==> src/hw/rtl/tis_pkg.sv <==
// Package for the trapezoid sqrt integrator: widths and status codes.
// No dependencies.
`default_nettype none
package tis_pkg;
	localparam int LimW = 24;
	localparam int CntW = 13;
	localparam int XW   = 32;   // Q8.24 sample point
	localparam int RadW = 40;   // radicand X << 8
	localparam int RootW = 20;
	localparam int SumW = 34;
	localparam int ResW = 32;

	localparam logic STAT_OK  = 1'b0;
	localparam logic STAT_BAD = 1'b1;
endpackage
`default_nettype wire

==> src/hw/rtl/trapezoid_integrate_sqrt.sv <==
// Trapezoid-rule integral of sqrt(x) over [a,b]; top level and sequencer.
// Depends on tis_pkg, tis_div, tis_sqrt.
//
// Input stream s_axis: one transfer carries both limits (Q8.16) and the
// point count. Output stream m_axis: integral (signed Q16.16) and status.
// s_axis_tready is high only while the block is idle; one item is worked
// at a time. It runs a step division, then one square root per sample
// point (n points, ends included) on the one shared square-root unit,
// then a multiply in the states MUL1 and MUL2. A count below two answers
// in the cycle after its transfer, with status 1.
// The result stays in an output register until taken; while the receiver
// stalls the block holds and takes no new item. The input is ready again
// the cycle after the output transfer. Reset empties everything.
`default_nettype none
module trapezoid_integrate_sqrt
	import tis_pkg::*;
#(
	parameter int MAX_POINTS = 4096
) (
	input  wire logic        clk,
	input  wire logic        arst_n,
	input  wire logic        s_axis_tvalid,
	output logic             s_axis_tready,
	// [23:0] lower_limit, [47:24] upper_limit, [60:48] point_count
	input  wire logic [63:0] s_axis_tdata,
	output logic             m_axis_tvalid,
	input  wire logic        m_axis_tready,
	// [31:0] integral
	output logic [31:0]      m_axis_tdata,
	// [0] status
	output logic             m_axis_tuser
);
	typedef enum logic [2:0] {IDLE, DIV, ROOT, MUL1, MUL2, OUT} state_t;
	state_t state_q;

	logic [LimW-1:0] a_in, b_in, lo_q, hi_q;
	logic [CntW-1:0] n_in;
	logic [CntW-1:0] n_q, i_q;
	logic [XW-1:0]   h_q, x_q;
	logic [SumW-1:0] sum_q;
	logic            flip_q;
	logic [48:0]     part_q;
	logic [16:0]     mul_b;
	logic [48:0]     mul_p;
	logic [65:0]     full;

	logic div_start, div_done, sq_start, sq_done;
	logic [XW-1:0] div_q;
	logic [RootW-1:0] root;
	logic [LimW-1:0] diff;
	logic [CntW-1:0] nm1_in;
	logic [CntW-1:0] n_sat;

	assign a_in = s_axis_tdata[23:0];
	assign b_in = s_axis_tdata[47:24];
	assign n_in = s_axis_tdata[60:48];
	assign s_axis_tready = (state_q == IDLE);
	assign diff = (a_in > b_in) ? a_in - b_in : b_in - a_in;

	assign n_sat  = (int'(n_in) > MAX_POINTS) ? CntW'(MAX_POINTS) : n_in;
	assign nm1_in = n_sat - CntW'(1);
	assign div_start = s_axis_tvalid && s_axis_tready && (n_in >= 13'd2);

	tis_div u_div (.clk, .arst_n, .start(div_start),
		.dividend({diff, 8'd0}), .divisor(nm1_in), .done(div_done), .quotient(div_q));

	tis_sqrt u_sqrt (.clk, .arst_n, .start(sq_start),
		.radicand({x_q, 8'd0}), .done(sq_done), .root(root));

	// one 32x17 multiplier, low half of the sum first, then the high half
	assign mul_b = (state_q == MUL1) ? sum_q[16:0] : sum_q[SumW-1:17];
	assign mul_p = 49'(h_q) * 49'(mul_b);
	always_comb full = {mul_p, 17'd0} + 66'(part_q);

	always_ff @(posedge clk or negedge arst_n) begin
		if (!arst_n) begin
			state_q       <= IDLE;
			m_axis_tvalid <= 1'b0;
			m_axis_tdata  <= '0;
			m_axis_tuser  <= STAT_OK;
			sq_start      <= 1'b0;
			flip_q        <= 1'b0;
			lo_q          <= '0;
			hi_q          <= '0;
			n_q           <= '0;
			i_q           <= '0;
			h_q           <= '0;
			x_q           <= '0;
			sum_q         <= '0;
			part_q        <= '0;
		end else begin
			sq_start <= 1'b0;
			unique case (state_q)
				IDLE: begin
					if (s_axis_tvalid) begin
						flip_q <= a_in > b_in;
						lo_q   <= (a_in > b_in) ? b_in : a_in;
						// upper limit kept so the end point is taken exactly at hi
						hi_q   <= (a_in > b_in) ? a_in : b_in;
						n_q    <= n_sat;
						sum_q  <= '0;
						i_q    <= '0;
						if (n_in < 13'd2) begin
							m_axis_tdata  <= '0;
							m_axis_tuser  <= STAT_BAD;
							m_axis_tvalid <= 1'b1;
							state_q       <= OUT;
						end else begin
							state_q <= DIV;
						end
					end
				end
				DIV: begin
					if (div_done) begin
						h_q      <= div_q;
						x_q      <= {lo_q, 8'd0};
						sq_start <= 1'b1;
						state_q  <= ROOT;
					end
				end
				ROOT: begin
					if (sq_done) begin
						if (i_q == '0 || i_q == n_q - CntW'(1))
							sum_q <= sum_q + SumW'(root);
						else
							sum_q <= sum_q + SumW'({root, 1'b0});
						i_q <= i_q + CntW'(1);
						if (i_q == n_q - CntW'(1)) begin
							state_q <= MUL1;
						end else begin
							sq_start <= 1'b1;
							if (i_q + CntW'(1) == n_q - CntW'(1))
								x_q <= {hi_q, 8'd0};
							else
								x_q <= x_q + h_q;
						end
					end
				end
				MUL1: begin
					part_q  <= mul_p;
					state_q <= MUL2;
				end
				MUL2: begin
					m_axis_tdata  <= flip_q ? 32'(-full[56:25]) : full[56:25];
					m_axis_tuser  <= STAT_OK;
					m_axis_tvalid <= 1'b1;
					state_q       <= OUT;
				end
				OUT: begin
					if (m_axis_tready) begin
						m_axis_tvalid <= 1'b0;
						state_q       <= IDLE;
					end
				end
				default: state_q <= IDLE;
			endcase
		end
	end
endmodule
`default_nettype wire

==> src/hw/rtl/tis_div.sv <==
// Restoring divider, one quotient bit per cycle.
// Depends on tis_pkg.
`default_nettype none
module tis_div
	import tis_pkg::*;
(
	input  wire logic            clk,
	input  wire logic            arst_n,
	input  wire logic            start,
	input  wire logic [XW-1:0]   dividend,
	input  wire logic [CntW-1:0] divisor,
	output logic                 done,
	output logic [XW-1:0]        quotient
);
	logic [XW-1:0]   num_q;
	logic [CntW:0]   rem_q;
	logic [CntW-1:0] den_q;
	logic [5:0]      cnt_q;
	logic            busy_q;
	logic [CntW+1:0] trial;

	assign trial = {rem_q, num_q[XW-1]} - {2'b00, den_q};

	always_ff @(posedge clk or negedge arst_n) begin
		if (!arst_n) begin
			busy_q <= 1'b0;
			done   <= 1'b0;
			cnt_q  <= '0;
			num_q  <= '0;
			rem_q  <= '0;
			den_q  <= '0;
		end else begin
			done <= 1'b0;
			if (start) begin
				busy_q <= 1'b1;
				num_q  <= dividend;
				den_q  <= divisor;
				rem_q  <= '0;
				cnt_q  <= 6'(XW);
			end else if (busy_q) begin
				if (!trial[CntW+1]) begin
					rem_q <= trial[CntW:0];
					num_q <= {num_q[XW-2:0], 1'b1};
				end else begin
					rem_q <= {rem_q[CntW-1:0], num_q[XW-1]};
					num_q <= {num_q[XW-2:0], 1'b0};
				end
				cnt_q <= cnt_q - 6'd1;
				if (cnt_q == 6'd1) begin
					busy_q <= 1'b0;
					done   <= 1'b1;
				end
			end
		end
	end
	assign quotient = num_q;
endmodule
`default_nettype wire

==> src/hw/rtl/tis_sqrt.sv <==
// Bit-pair integer square root, one result bit per cycle, truncated.
// Depends on tis_pkg.
`default_nettype none
module tis_sqrt
	import tis_pkg::*;
(
	input  wire logic             clk,
	input  wire logic             arst_n,
	input  wire logic             start,
	input  wire logic [RadW-1:0]  radicand,
	output logic                  done,
	output logic [RootW-1:0]      root
);
	logic [RadW-1:0]  v_q;
	logic [RadW-1:0]  res_q;
	logic [RadW-1:0]  bit_q;
	logic             busy_q;
	logic [RadW-1:0]  trial;

	assign trial = res_q + bit_q;

	always_ff @(posedge clk or negedge arst_n) begin
		if (!arst_n) begin
			busy_q <= 1'b0;
			done   <= 1'b0;
			v_q    <= '0;
			res_q  <= '0;
			bit_q  <= '0;
		end else begin
			done <= 1'b0;
			if (start) begin
				busy_q <= 1'b1;
				v_q    <= radicand;
				res_q  <= '0;
				bit_q  <= {2'b01, {(RadW-2){1'b0}}};
			end else if (busy_q) begin
				if (v_q >= trial) begin
					v_q   <= v_q - trial;
					res_q <= (res_q >> 1) + bit_q;
				end else begin
					res_q <= res_q >> 1;
				end
				bit_q <= bit_q >> 2;
				if (bit_q[0]) begin
					busy_q <= 1'b0;
					done   <= 1'b1;
				end
			end
		end
	end
	assign root = res_q[RootW-1:0];
endmodule
`default_nettype wire

==> config.mk <==
export PLATFORM = sky130hd
export DESIGN_NAME = trapezoid_integrate_sqrt
export DESIGN_NICKNAME = d
export VERILOG_FILES = /design/src/hw/rtl/tis_pkg.sv /design/src/hw/rtl/trapezoid_integrate_sqrt.sv /design/src/hw/rtl/tis_div.sv /design/src/hw/rtl/tis_sqrt.sv
export SDC_FILE = /design/constraint.sdc
export NUM_CORES = 2
export LEC_CHECK = 0
export BUFFER_PORTS_ARGS = -buffer_cell sky130_fd_sc_hd__clkbuf_2
export CORE_UTILIZATION = 55
export CTS_CLUSTER_SIZE = 28
export DETAILED_ROUTE_END_ITERATION = 6
export PLACE_DENSITY = 0.8
export SLEW_MARGIN = 20
export SYNTH_ARGS = -nofsm -noshare
export SYNTH_HDL_FRONTEND = slang
export SYNTH_HIERARCHICAL = 1
export SYNTH_SLANG_ARGS = --single-unit
==> constraint.sdc <==
create_clock -name clk -period 23.8 [get_ports clk]
set_input_delay 5.95 -clock clk [delete_from_list [all_inputs] [get_ports clk]]
set_output_delay 5.95 -clock clk [all_outputs]
set_load 0.01 [all_outputs]
==> metrics.cfg <==
[timing]
setup_ws_ns=12.09
timing_hold_violations_final=0
tns_ns=0
finalMaxSlewViolations=0
skew_ns=0.04569
maxSlewHeadroom_pct=22.97
timing.final.crit_share_pct=49.19
tightest_slew_ns=1.147
setup_viol=0
fmax_mhz=85.43
period_minus_slack_ns=11.71
rsz0062_at_grt=no

[synth]
synth-async-reset-ratio_pct=100.0
synthAdderAreaFrac_pct=27.38
ys_warn_count=6
synthCells=5980
synth.mux.area_fraction_pct=5.108
synth_area_leaders=dfrtp_1, fa_1, ha_1
synth-seq-cells=412
synth_top_family_by_area=adder cells
synthFlopType=dfrtp_1
synthSimpleGateAreaFrac_pct=17.64
synth_most_common_cell=nand2_1
yosysSeqAreaShare_pct=20.44
synthXorXnorAreaFrac_pct=5.381
synth_top_area_share_pct=20.44
syn_area_mm2=0.05044
synth_edf_count=0
ys_types=110
synth_top_area_cell=dfrtp_1
synth_commonest_cells=nand2_1, inv_1, fa_1, dfrtp_1, o21ai_0
synth_compound_area_share_pct=16.23
avgSynthCellArea_um2=8.434

[hold_path]
whs_path_depth=2
worstHoldPathType=flop to flop

[global_routing]
use_met1_pct=36.28
grtUsageMet2_pct=50.14
grt-busiest-layer=met2
grt_first_pass_wirelength_um=220600
grt_start_max_net_pins=160
grt_pass1_vias=43110
antenna_found_initial=1
overflow=0
track_usage_pct=29.11
met3_usage_pct=4.276

[clock_tree]
cts_buffers=49
path_clk_slew_ns=0.05
cts-root-to-sink-buffers=3
post_cts_buffers=0
tritoncts=done
cts.sinks=412
h-tree-depth=2
cts_resized=0
holdBufCountCts=0
clock_latency_ns=0.64
cts_root_buffer=clkbuf_16

[placed_design]
dp_slack_ns=12.20
place_congestion=0.9511
hpwlAfterDp_um=102900
numPortBuffers=99

[die]
die_y_um=304.8
pin_count=103
coreArea_mm2=0.09042
start_util_pct=55.78
die_area_mm2=0.09292
row_count=110
die_x_um=304.8

[worst_setup_path]
slowest_stage=mux2_2
cp.required_ns=24.29
cp_common_cell=fa_1
start_kind=flop
critPathArrivalTime_ns=12.20
cp_max_fo=52
ff2ff_path_depth=35
critical_path_class=flop to flop
worst_path_largest_cell_delay_ns=0.69
end_kind=flop

[finish]
fin_nets=6768
areaGrowthSynthToFinish_pct=5.780
drive_above_1_share_pct=6.620
fin_util_pct=59.00
multiInputGateArea_mm2=0.03630
n_fill_cell=7809
seqCellArea_mm2=0.01032

[routing]
wl_per_cell_um=19.24
drt-initial-drc-count=3201
drc=0
first_pass_iters=6
postRouteAntennaNets=0
vias=43100
wirelength_um=136300
via_per_inst=6.084

[power_and_ir_drop]
p_leak_nw=26.05
power_density_mw_per_mm2=91.61
p_total_mw=4.887
peakVddDrop_mv=0.1278

[flow_run]
drv_cap=0

[run_status]
outcome=finished, final reports clean

-- through the flow --
step / instance area (um2) / instances / hold slack, ns
detailed placement: 51570 / 6995 / 0.4692
floorplan: 50490 / 5995 / 0.4394
CTS: 53340 / 7082 / 0.4776
global placement: 51570 / 6995 / 0.4579
finish: 53350 / 7084 / 0.4730
global route: 53350 / 7082 / 0.4996
-- worst paths after layout --
path / start / end / slack (ns)
setup / recovery: state_q[2]$_DFFE_PN0P_ / m_axis_tdata[31]$_DFFE_PN0P_ / 12.09
hold / removal: m_axis_tdata[0]$_DFFE_PN0P_ / m_axis_tdata[0]$_DFFE_PN0P_ / 0.47
setup reg to reg: state_q[2]$_DFFE_PN0P_ / m_axis_tdata[31]$_DFFE_PN0P_ / 12.09
hold reg to reg: m_axis_tdata[0]$_DFFE_PN0P_ / m_axis_tdata[0]$_DFFE_PN0P_ / 0.47
max in group asynchronous: arst_n / part_q[31]$_DFFE_PN0P_ / 16.26
min in group asynchronous: arst_n / h_q[9]$_DFFE_PN0P_ / 5.37
-- area by class of cell --
cell class / instances / share of cell area, %
Clock buffer: 67 / 2.669
Clock inverter: 20 / 0.6379
Antenna cell: 2 / 0.009381
Multi-Input combinational cell: 4573 / 68.04
Tap cell: 1176 / 2.758
Sequential cell: 412 / 19.34
Timing Repair Buffer: 156 / 1.780
Inverter: 678 / 4.770
-- routing by layer --
| metal | share of wire [%] | up-vias | wire length, um |
|---|---|---|---|
| met5 | 0 | - | 0 |
| met2 | 49 | 1716 | 66490 |
| met4 | 4.3 | 0 | 5829 |
| met3 | 7.1 | 396 | 9665 |
| met1 | 40 | 21110 | 54340 |
| li1 | - | 19880 | - |
-- flip-flops by register name (all words and copies together), names as in the netlist, 3 cells and up --
signal          cells
h_q                32
hi_q               24
i_q                13
lo_q               24
m_axis_tdata       32
n_q                13
part_q             32
state_q             3
sum_q              34
u_div/cnt_q         6
u_div/den_q        13
u_div/quotient     32
u_div/rem_q        14
u_sqrt/bit_q       20
u_sqrt/res_q       40
u_sqrt/v_q         40
x_q                32
-- cell usage in the layout, fill, tap and decap left out, types with 78 or more instances in the layout --
master / synthesis / final
xnor2_1: 177 / 177
fa_1: 456 / 456
inv_1: 678 / 678
nor3_1: 78 / 78
a21oi_1: 285 / 285
clkbuf_2: 1 / 98
ha_1: 374 / 374
nand2_1: 835 / 834
a21o_1: 106 / 106
o21ai_0: 388 / 388
dfrtp_1: 412 / 409
mux2i_1: 176 / 176
xor2_1: 131 / 131
nand3_1: 78 / 78
and2_1: 222 / 222
nor2_1: 342 / 340
-- where the power goes --
group	switching (mW)	internal [mW]	leakage, nW
sequential	0.392	0.953	5.20
combinational	1.59	1.12	20.0
clock	0.338	0.488	0.851
-- worst max-delay path, delay by kind of cell (launching register included) --
kind / cells / cell delay, ns
adder cells (fa/ha/maj): 8 / 3.76
flip-flops: 1 / 0.62
multiplexers: 1 / 0.69
buffers and inverters: 5 / 0.69
AO/OA/AOI/OAI: 13 / 3.00
AND/OR/NAND/NOR: 7 / 2.25
XOR/XNOR: 1 / 0.51
-- cell families after synthesis --
kind of cell,Yosys count
flops,412
fa+ha+maj,830
simple gates,1889
other cells,1
mux,248
compound gates,1281
xor+xnor,309
buf+inv,1010
No activity file was read; power rests on OpenSTA's default activity.
